`src/hdl/fmct_pkg.sv`:
```
// shared types and codes for the flow message counter table
// no dependencies
`default_nettype none
package fmct_pkg;

	localparam int FMCT_ENTRIES = 16;
	localparam int IP_W         = 32;
	localparam int PORT_W       = 16;
	localparam int COUNT_W      = 32;
	localparam int CMD_W        = 2;
	localparam int STATUS_W     = 3;

	localparam logic [CMD_W-1:0] CMD_REGISTER = 2'd0;
	localparam logic [CMD_W-1:0] CMD_REMOVE   = 2'd1;
	localparam logic [CMD_W-1:0] CMD_CLEAR    = 2'd2;

	localparam logic [STATUS_W-1:0] ST_COUNTED  = 3'd0;
	localparam logic [STATUS_W-1:0] ST_INSERTED = 3'd1;
	localparam logic [STATUS_W-1:0] ST_REMOVED  = 3'd2;
	localparam logic [STATUS_W-1:0] ST_NOTFOUND = 3'd3;
	localparam logic [STATUS_W-1:0] ST_FULL     = 3'd4;
	localparam logic [STATUS_W-1:0] ST_CLEARED  = 3'd5;

	localparam logic [COUNT_W-1:0] COUNT_MAX = {COUNT_W{1'b1}};
	localparam logic [COUNT_W-1:0] COUNT_ONE = COUNT_W'(1);

	// request token passed from cell to cell
	typedef struct packed {
		logic [CMD_W-1:0]   cmd;
		logic [IP_W-1:0]    ip;
		logic [PORT_W-1:0]  port;
		logic               hit;
		logic [COUNT_W-1:0] count;
		logic               free_seen;
	} tok_t;

endpackage
`default_nettype wire

```
`src/hdl/fmct_cell.sv`:
```
// one table entry: key, counter and valid bit, plus the token stage after it
// depends on fmct_pkg
`default_nettype none
module fmct_cell (
	input  wire logic         clk,
	input  wire logic         arst_n,
	input  wire logic         tok_vld_in,
	input  wire fmct_pkg::tok_t tok_in,
	input  wire logic         commit,
	output logic              tok_vld_out,
	output fmct_pkg::tok_t    tok_out
);
	import fmct_pkg::*;

	logic               valid_q;
	logic               reserve_q;
	logic [IP_W-1:0]    ip_q;
	logic [PORT_W-1:0]  port_q;
	logic [COUNT_W-1:0] count_q;
	logic               tok_vld_q;
	tok_t               tok_q;

	logic               match;
	logic               claim;
	logic [COUNT_W-1:0] count_inc;
	tok_t               tok_nxt;

	assign match     = valid_q && (ip_q == tok_in.ip) && (port_q == tok_in.port);
	assign count_inc = (count_q == COUNT_MAX) ? count_q : count_q + COUNT_ONE;
	// lowest free entry along the chain reserves itself for a possible insert
	assign claim     = (tok_in.cmd == CMD_REGISTER) && !valid_q && !tok_in.free_seen;

	always_comb begin
		tok_nxt = tok_in;
		case (tok_in.cmd)
			CMD_REGISTER: begin
				if (match) begin
					tok_nxt.hit   = 1'b1;
					tok_nxt.count = count_inc;
				end
				if (claim) begin
					tok_nxt.free_seen = 1'b1;
				end
			end
			CMD_REMOVE: begin
				if (match) begin
					tok_nxt.hit = 1'b1;
				end
			end
			default: begin
			end
		endcase
	end

	always_ff @(posedge clk or negedge arst_n) begin
		if (!arst_n) begin
			valid_q   <= 1'b0;
			reserve_q <= 1'b0;
			tok_vld_q <= 1'b0;
		end else begin
			tok_vld_q <= tok_vld_in;
			if (tok_vld_in) begin
				reserve_q <= claim;
				case (tok_in.cmd)
					CMD_REMOVE: begin
						if (match) begin
							valid_q <= 1'b0;
						end
					end
					CMD_CLEAR: begin
						valid_q <= 1'b0;
					end
					default: begin
					end
				endcase
			end else if (commit && reserve_q) begin
				valid_q <= 1'b1;
			end
		end
	end

	always_ff @(posedge clk) begin
		tok_q <= tok_nxt;
		if (tok_vld_in && (tok_in.cmd == CMD_REGISTER) && match) begin
			count_q <= count_inc;
		end else if (!tok_vld_in && commit && reserve_q) begin
			ip_q    <= tok_in.ip;
			port_q  <= tok_in.port;
			count_q <= COUNT_ONE;
		end
	end

	assign tok_vld_out = tok_vld_q;
	assign tok_out     = tok_q;

endmodule
`default_nettype wire

```
`src/hdl/flow_message_counter_table_top.sv`:
```
// flow message counter table: a command's token walks the cell chain once from start to done,
// and no new command is taken until the token leaves the chain; an insert is written
// at the cycle the result is registered
// the receiver cannot stall: done is a one-cycle strobe
// arst_n clears every valid bit and all control state; no clearing pass is needed
`default_nettype none
module flow_message_counter_table_top #(
	parameter int TABLE_ENTRIES = fmct_pkg::FMCT_ENTRIES
) (
	input  wire logic                           clk,
	input  wire logic                           arst_n,
	input  wire logic                           start,
	output logic                                busy,
	input  wire logic [fmct_pkg::CMD_W-1:0]     cmd,
	input  wire logic [fmct_pkg::IP_W-1:0]      client_ip,
	input  wire logic [fmct_pkg::PORT_W-1:0]    client_port,
	output logic                                done,
	output logic [fmct_pkg::COUNT_W-1:0]        message_count,
	output logic [fmct_pkg::STATUS_W-1:0]       status
);
	import fmct_pkg::*;

	logic               accept;
	logic               busy_q;
	logic               done_q;
	logic [COUNT_W-1:0] count_q;
	logic [STATUS_W-1:0] status_q;
	logic               commit;
	logic               last_vld;
	tok_t               last_tok;
	logic [COUNT_W-1:0] count_nxt;
	logic [STATUS_W-1:0] status_nxt;

	logic tok_vld [0:TABLE_ENTRIES];
	tok_t tok     [0:TABLE_ENTRIES];

	assign accept = start && !busy_q;

	// while no command is accepted the chain head carries the last accepted key for the insert write
	logic [IP_W-1:0]   key_ip_q;
	logic [PORT_W-1:0] key_port_q;

	always_ff @(posedge clk) begin
		if (accept) begin
			key_ip_q   <= client_ip;
			key_port_q <= client_port;
		end
	end

	assign tok_vld[0]        = accept;
	assign tok[0].cmd        = cmd;
	assign tok[0].ip         = accept ? client_ip : key_ip_q;
	assign tok[0].port       = accept ? client_port : key_port_q;
	assign tok[0].hit        = 1'b0;
	assign tok[0].count      = '0;
	assign tok[0].free_seen  = 1'b0;

	genvar gi;
	generate
		for (gi = 0; gi < TABLE_ENTRIES; gi++) begin : g_cell
			fmct_cell u_cell (
				.clk        (clk),
				.arst_n     (arst_n),
				.tok_vld_in (tok_vld[gi]),
				.tok_in     (tok[gi]),
				.commit     (commit),
				.tok_vld_out(tok_vld[gi+1]),
				.tok_out    (tok[gi+1])
			);
		end
	endgenerate

	assign last_vld = tok_vld[TABLE_ENTRIES];
	assign last_tok = tok[TABLE_ENTRIES];
	assign commit   = last_vld && (last_tok.cmd == CMD_REGISTER) && !last_tok.hit
		&& last_tok.free_seen;

	always_comb begin
		count_nxt  = '0;
		status_nxt = ST_NOTFOUND;
		case (last_tok.cmd)
			CMD_REGISTER: begin
				if (last_tok.hit) begin
					count_nxt  = last_tok.count;
					status_nxt = ST_COUNTED;
				end else if (last_tok.free_seen) begin
					count_nxt  = COUNT_ONE;
					status_nxt = ST_INSERTED;
				end else begin
					status_nxt = ST_FULL;
				end
			end
			CMD_REMOVE: begin
				status_nxt = last_tok.hit ? ST_REMOVED : ST_NOTFOUND;
			end
			CMD_CLEAR: begin
				status_nxt = ST_CLEARED;
			end
			default: begin
				status_nxt = ST_NOTFOUND;
			end
		endcase
	end

	always_ff @(posedge clk or negedge arst_n) begin
		if (!arst_n) begin
			busy_q <= 1'b0;
			done_q <= 1'b0;
		end else begin
			done_q <= last_vld;
			if (accept) begin
				busy_q <= 1'b1;
			end else if (last_vld) begin
				busy_q <= 1'b0;
			end
		end
	end

	always_ff @(posedge clk) begin
		if (last_vld) begin
			count_q  <= count_nxt;
			status_q <= status_nxt;
		end
	end

	assign busy          = busy_q;
	assign done          = done_q;
	assign message_count = count_q;
	assign status        = status_q;

	// the block is never busy while a result is being shown
	a_done_idle: assert property (@(posedge clk) disable iff (!arst_n)
		done |-> !busy)
		else $error("done while busy");

	a_accept_busy: assert property (@(posedge clk) disable iff (!arst_n)
		accept |=> busy)
		else $error("busy not raised after accept");

	a_insert_one: assert property (@(posedge clk) disable iff (!arst_n)
		(done && status == ST_INSERTED) |-> message_count == COUNT_ONE)
		else $error("insert count not one");

	a_zero_count: assert property (@(posedge clk) disable iff (!arst_n)
		(done && status != ST_COUNTED && status != ST_INSERTED) |-> message_count == '0)
		else $error("nonzero count on non-register result");

	a_one_token: assert property (@(posedge clk) disable iff (!arst_n)
		last_vld |-> busy_q && !tok_vld[0])
		else $error("token out of chain while idle or overlapping");

endmodule
`default_nettype wire

```
`config.mk`:
```
export PLATFORM = sky130hd
export DESIGN_NAME = flow_message_counter_table_top
export DESIGN_NICKNAME = d
export VERILOG_FILES = /design/src/hdl/fmct_pkg.sv /design/src/hdl/fmct_cell.sv /design/src/hdl/flow_message_counter_table_top.sv
export SDC_FILE = /design/constraint.sdc
export NUM_CORES = 2
export LEC_CHECK = 0
export BUFFER_PORTS_ARGS = -buffer_cell sky130_fd_sc_hd__buf_4
export CAP_MARGIN = 20
export CORE_MARGIN = 1.5
export CORE_UTILIZATION = 45
export DETAILED_ROUTE_END_ITERATION = 10
export PLACE_DENSITY = 0.74
export REMOVE_ABC_BUFFERS = 1
export SETUP_SLACK_MARGIN = 0.3
export SLEW_MARGIN = 40
export SYNTH_ARGS = -nofsm -noshare
export SYNTH_HDL_FRONTEND = slang
export SYNTH_SLANG_ARGS = --single-unit
export TNS_END_PERCENT = 1
```
`constraint.sdc`:
```
create_clock -name clk -period 4.5 [get_ports clk]
set_input_delay 0.675 -clock clk [delete_from_list [all_inputs] [get_ports clk]]
set_output_delay 0.675 -clock clk [all_outputs]
set_load 0.1 [all_outputs]
```
Word-level counts from Yosys, hierarchy flattened
Cells that the tools add are included. Widths: inputs -> output; s select.

Output and inout port bits: 37. Flip-flop bits (word level): 2661. Word-level logic and storage cells: 820. Input bits: 53.

Reductions and logical operators: 279. $add $sub $neg: 16. Equal/unequal tests: 114. Bitwise logic cells: 16. Multiplexer cells: 201.

Operators with widths (count): $mux 32 (50); $mux 33 (31); $add 32x1->32 const B (16); $eq 32x32->1 (16); $eq 32x32->1 const B (16); $eq 16x16->1 (16); $logic_and 1x1->1 (147); $mux 1 (84); $reduce_bool 2->1 (33); $pmux 1 s2 (32); $logic_not 1->1 (49); $reduce_and 3->1 (16); $ne 3x1->1 const B (15); $ne 3x2->1 const B (15); $eq 2x1->1 const B (17); $eq 2x2->1 const B (17); $logic_not 2->1 (17); $reduce_and 2->1 (17); $mux 16 (1); $not 1->1 (16); $pmux 3 s3 (1); $mux 3 (2); $ne 3x3->1 const B (2).

Logic depth before layout (Yosys ltp)
Depth after elaboration: 9. Mapped depth: 12. Mapped depth without buffers: 8.

Cells and area by module
Synthesis repeated with hierarchy kept, for this count alone.

Cells, all modules: 7219. Area, all modules: 101837.7 um^2.

By module, submodules not included: fmct_cell (g_cell[0].u_cell ...) (area an instance 6150.9 um^2, sequential area each 4159.0 um^2, cells each 437, times used 15); fmct_cell (g_cell[9].u_cell) (area an instance 6588.8 um^2, sequential area each 4159.0 um^2, cells each 478, times used 1); flow_message_counter_table_top (area an instance 2985.4 um^2, sequential area each 2062.0 um^2, cells each 186, times used 1).

Worst setup path before layout
No wires, ideal clock.

Path type: register to register. From: reg busy_q (netlist: busy). To: reg g_cell[0].u_cell.count_q[0], enable pin. Required time: 4067 ps. Path buffers: 3. Library setup time: 433 ps. Path slack: -938 ps. Arrival: 5005 ps. Stages on the path, launching flop included: 12. Period minus slack after synthesis: 5438 ps. Cells stage by stage: dfrtp_1 > nand2b_2 > inv_2 > buf_4 > mux2_1 > a22oi_1 > nand4_1 > or4b_1 > or4_1 > buf_2 > buf_2 > o22ai_1.

RTL lines: from (decl) (RTL line flow_message_counter_table_top.sv:24) `logic busy_q;`; from (signal assigned) (RTL line flow_message_counter_table_top.sv:107) `busy_q <= 1'b0;`; from (signal assigned) (RTL line flow_message_counter_table_top.sv:112) `busy_q <= 1'b1;`; from (signal assigned) (RTL line flow_message_counter_table_top.sv:114) `busy_q <= 1'b0;`; to (signal assigned) (RTL line fmct_cell.sv:85) `count_q <= count_inc;`; to (decl) (RTL line fmct_cell.sv:19) `logic [COUNT_W-1:0] count_q;`.

Worst setup path after layout
From: reg busy_q (netlist: busy). To: reg g_cell[0].u_cell.count_q[0] (data pin).

Word-level cells in the longest chain between the ends: 8. Elaborated cells between the ends (all ways): 11. Those cells by class: eq/ne (2); mux (3); reduce/logical (6).

RTL lines: $logic_not 1->1 (*) (RTL line flow_message_counter_table_top.sv:37) `assign accept = start && !busy_q;`; $logic_and 1x1->1 (*) (RTL line flow_message_counter_table_top.sv:37); $mux 32; $eq 32x32->1 (RTL line fmct_cell.sv:28) `assign match = valid_q && (ip_q == tok_in.ip) && (port_q == tok_in.port);`; $logic_and 1x1->1 (2 in series) (RTL line fmct_cell.sv:28); $logic_and 1x1->1 (*) (RTL line fmct_cell.sv:84) `if (tok_vld_in && (tok_in.cmd == CMD_REGISTER) && match) begin`; $mux 32 (*) (RTL line fmct_cell.sv:84).

Mark *: on every way between the ends. The rest lies on a longest branch, timed or not. A chain may end at the register's enable or synchronous reset.

==> impl_results.md <==
- TritonCTS buffer count: 236
- Cells after Synth: 7403
- Worst hold start: client_port[6]
- Power per cell area: 516 nW/um^2
- Clock power frac: 35.4%
- Post-route setup slack: 627 ps
- Crit share post-route: 86.1%
- RSZ-0062 raised after global routing: false
- Multi-input gate area: 32200 um^2
- Max stage delay on crit path: 670 ps
- # port buffers: 89
- Num rows: 172
- Seq/Total Area, Yosys: 66.8%
- Gate power share: 8.7%
- FMAX: 258 MHz
- Global-route wire length before repair: 321000 um
- Hold Path End: g_cell[0].u_cell.tok_out[40]
- Fin Setup TNS: 0 ps
- Async SR Flop Fraction: 1.88%
- R2r setup slk: 630 ps
- Arrival time worst endpoint: 4450 ps
- Fill cell count: 18.2k
- Max VDD drop: 0.440 mV
- Post-route minimum period: 3870 ps
- Die area: 225000 um^2
- Net Sw Frac: 26.2%
- Worst Path Class, Setup: flip-flop to flip-flop
- Clock latency on the worst-skew pair: 890 ps
- Main synth FF type: edfxtp_1
- Max cap viols: 0
- Starting Density: 45.4%
- Internal power: 43200 uW
- Sequential standard cell area: 66700 um^2
- Worst path cell trace: nand2b_4, inv_4, buf_12, mux2i_1, o2bb2ai_1, a2111o_1, or4_1, or4_2, or3b_2
- Skew final: 44.6 ps
- CP max FO: 24
- Least-Margin Pin Slew: 851 ps
- Via-per-instance ratio: 5.18
- Yosys cell types: 84
- Sequential share of power: 56.0%
- Chip Height: 474 um
- H-tree depth: 4
- Clk sinks: 2661
- Initial antenna violation count: 1
- CTS tree: built
- Slew headroom: 42.7%
- Ys Warns: 0
- CTS max path bufs: 3
- Syn avg cell area: 13.5 um^2
- Crit Reg-Reg Endpoint: g_cell[0].u_cell.count_q[0]
- Critical path's slowest cell: or4_2
- Area of the mapped netlist: 99800 um^2
- Gr ovfl total: 0
- Max-slew violation count: 0
- Pin count of the biggest net entering global routing: 64
- Vias in the first global route: 58.1k
- Origin of the critical flop-to-flop path: busy
- Worst min-delay path category: input port to flip-flop
- Nets: 7781
- Post-Route WL: 204000 um
- Root Driver: clkbuf_16
- Psw: 15300 uW
- Drc violations: 0
- CP Capture Type: flip-flop
- Setup violators final: 0
- Worst EP required: 5080 ps
- Hold Vio Cnt, Final: 0
- Area delta synth->final: 13.6%
- Mean routed wirelength per cell: 18.8 um
- Outcome: complete, no violations
- First DRT Iteration DRCs: 3542
- Share of cells above drive strength 1: 15.4%
- IO Pins: 90
- Post-synth EDFFs: 1315
- Leak: 0.0411 uW
- Flops & latches, synth: 2661
- Core ar.: 220000 um^2
- Clock-pin slew on the worst setup and hold paths: 70 ps
- First-pass detailed-route iteration total: 5
- Cell count of the worst reg-to-reg path: 9
- Vias: 56.4k
- Crit path launch type: flip-flop
- Die width: 474 um
- Hold Path Depth: 3
- Detail Placement HPWL: 146000 um
- Tot GR Track Use: 17.9%
- Remaining antenna violation count: 0
- Gpl congestion: 0.879
- Post-Place Worst Slack: 139 ps
==> worst max-delay path, delay by kind of cell, from the launching register on <==
family,cells,cell delay (ps)
flip-flops,1,400
AO/OA/AOI/OAI,2,470
multiplexers,1,330
AND/OR/NAND/NOR,4,1960
buffers and inverters,2,390
==> per-layer routing <==
metal / global-route usage [%] / routed length (um) / vias up
met5: 0 / 0 / -
met4: 7.45 / 8150 / 0
li1: - / - / 27200
met1: 21.8 / 86000 / 27300
met2: 31.6 / 102000 / 1359
met3: 2.60 / 7730 / 458
==> cell usage after synthesis (6+ instances only) <==
| cell | number | area share, % |
|---|---|---|
| a2111oi_0 | 26 | 0.23 |
| a211oi_1 | 9 | 0.068 |
| a21oi_1 | 43 | 0.22 |
| a22o_1 | 9 | 0.079 |
| a22oi_1 | 8 | 0.060 |
| a31oi_1 | 19 | 0.12 |
| and2_1 | 38 | 0.24 |
| and3_1 | 195 | 1.2 |
| and4_1 | 67 | 0.59 |
| and4b_1 | 6 | 0.060 |
| buf_1 | 7 | 0.026 |
| buf_2 | 10 | 0.050 |
| clkbuf_1 | 125 | 0.47 |
| dfrtp_1 | 50 | 1.3 |
| dfxtp_1 | 1296 | 26 |
| edfxtp_1 | 1315 | 40 |
| ha_1 | 16 | 0.20 |
| inv_1 | 183 | 0.69 |
| mux2_2 | 504 | 5.7 |
| mux2i_1 | 25 | 0.25 |
| nand2_1 | 300 | 1.1 |
| nand2b_1 | 100 | 0.63 |
| nand3_1 | 228 | 1.1 |
| nand3b_1 | 27 | 0.20 |
| nand4_1 | 302 | 1.9 |
| nand4b_1 | 12 | 0.11 |
| nor2_1 | 245 | 0.92 |
| nor2b_1 | 503 | 3.2 |
| nor3_1 | 198 | 0.99 |
| nor3b_1 | 9 | 0.068 |
| nor4_1 | 124 | 0.78 |
| nor4b_1 | 20 | 0.18 |
| o2111ai_1 | 22 | 0.19 |
| o21a_1 | 8 | 0.060 |
| o21ai_0 | 57 | 0.29 |
| o221ai_1 | 9 | 0.079 |
| o22ai_1 | 18 | 0.11 |
| o2bb2ai_1 | 9 | 0.079 |
| or2_2 | 55 | 0.34 |
| or3_1 | 14 | 0.088 |
| or4_1 | 29 | 0.22 |
| xnor2_1 | 717 | 6.3 |
| xor2_1 | 373 | 3.3 |
==> stage by stage <==
stage	utilization (%)	hold WS [ps]	cells	power (uW)	cell area (um^2)
detailed placement	47.7	368	10400	38300	105000
CTS	51.5	1.50	10900	59000	113000
global placement	47.6	360	10400	38100	105000
floorplan	-	347	7258	35100	99200
finish	51.5	63.3	10900	58500	113000
global route	51.5	28.4	10900	60700	113000
==> kinds of logic (layout without fill, tap and decap cells) <==
family	Yosys count	after routing	share of synthesized area [%]
XOR/XNOR	1090	1090	9.57
AND/OR/NAND/NOR	2501	2501	14.2
flip-flops	2661	2661	66.8
adder cells (fa/ha/maj)	16	16	0.201
buffers and inverters	329	852	1.27
AO/OA/AOI/OAI	275	275	1.92
multiplexers	531	531	5.96
other	0	1	0
==> cells in the final DEF, fill, tap and decap left out, types with 45 or more instances in the layout <==
cell type / n
clkinv_2: 53
xor2_1: 373
and4_1: 67
dfxtp_1: 1295
nor2_1: 219
nor3_1: 195
nor2b_1: 502
nand2b_1: 100
buf_4: 184
edfxtp_1: 1315
nor4_1: 118
xnor2_1: 717
nand4_1: 302
nand2_1: 300
dfrtp_1: 50
inv_1: 183
nand3_1: 227
mux2_2: 504
and3_1: 195
clkbuf_16: 242
or2_2: 55
clkbuf_1: 45
==> sequential cells by signal, summed over array words and instances, names as in the netlist, 3 cells and up <==
register / cells
g_cell.u_cell.count_q: 512
g_cell.u_cell.ip_q: 512
g_cell.u_cell.port_q: 256
g_cell.u_cell.reserve_q: 16
g_cell.u_cell.tok_out: 1296
g_cell.u_cell.tok_vld_out: 16
g_cell.u_cell.valid_q: 16
message_count: 32
status: 3
==> area by class of cell <==
cell class / instances / area share [%]
timing repair buffer: 216 / 1.64
clock inverter: 131 / 1.36
tap: 2958 / 3.27
clock buffer: 321 / 5.90
multi-input combinational: 4413 / 28.4
sequential: 2661 / 58.8
antenna: 1 / 0.00221
inverter: 184 / 0.612
==> repair_timing <==
item / in CTS / in global routing
setup endpoints to repair: 0 / 93
setup buffers: 0 / 0
gates resized for setup: 0 / 3
hold buffers: 16 / 0
endpoints found under the hold margin: 66 / 0
==> worst max path at each step <==
stage | depth (start not counted) | slack, ps | startpoint | end
after floorplan | 6 | -3520 | g_cell[5].u_cell.ip_q[7] | g_cell[5].u_cell.count_q[0]
after global placement | 11 | 190 | start | g_cell[0].u_cell.count_q[19]
after detailed placement | 11 | 140 | start | g_cell[0].u_cell.count_q[7]
after CTS | 11 | 350 | busy | g_cell[0].u_cell.count_q[4]
after global routing | 11 | 490 | busy | g_cell[0].u_cell.count_q[12]
final | 9 | 630 | busy | g_cell[0].u_cell.count_q[0]
==> power by group through the flow <==
stage	combinational, uW	clock, uW	sequential [uW]
6_report	5070	20700	32700
5_1_grt	5460	22100	33200
4_1_cts	5070	21100	32800
3_5_place_dp	5010	0	33300
3_3_place_gp	4920	0	33200
2_1_floorplan	3480	0	31600
No activity file was read; power rests on OpenSTA's default activity.
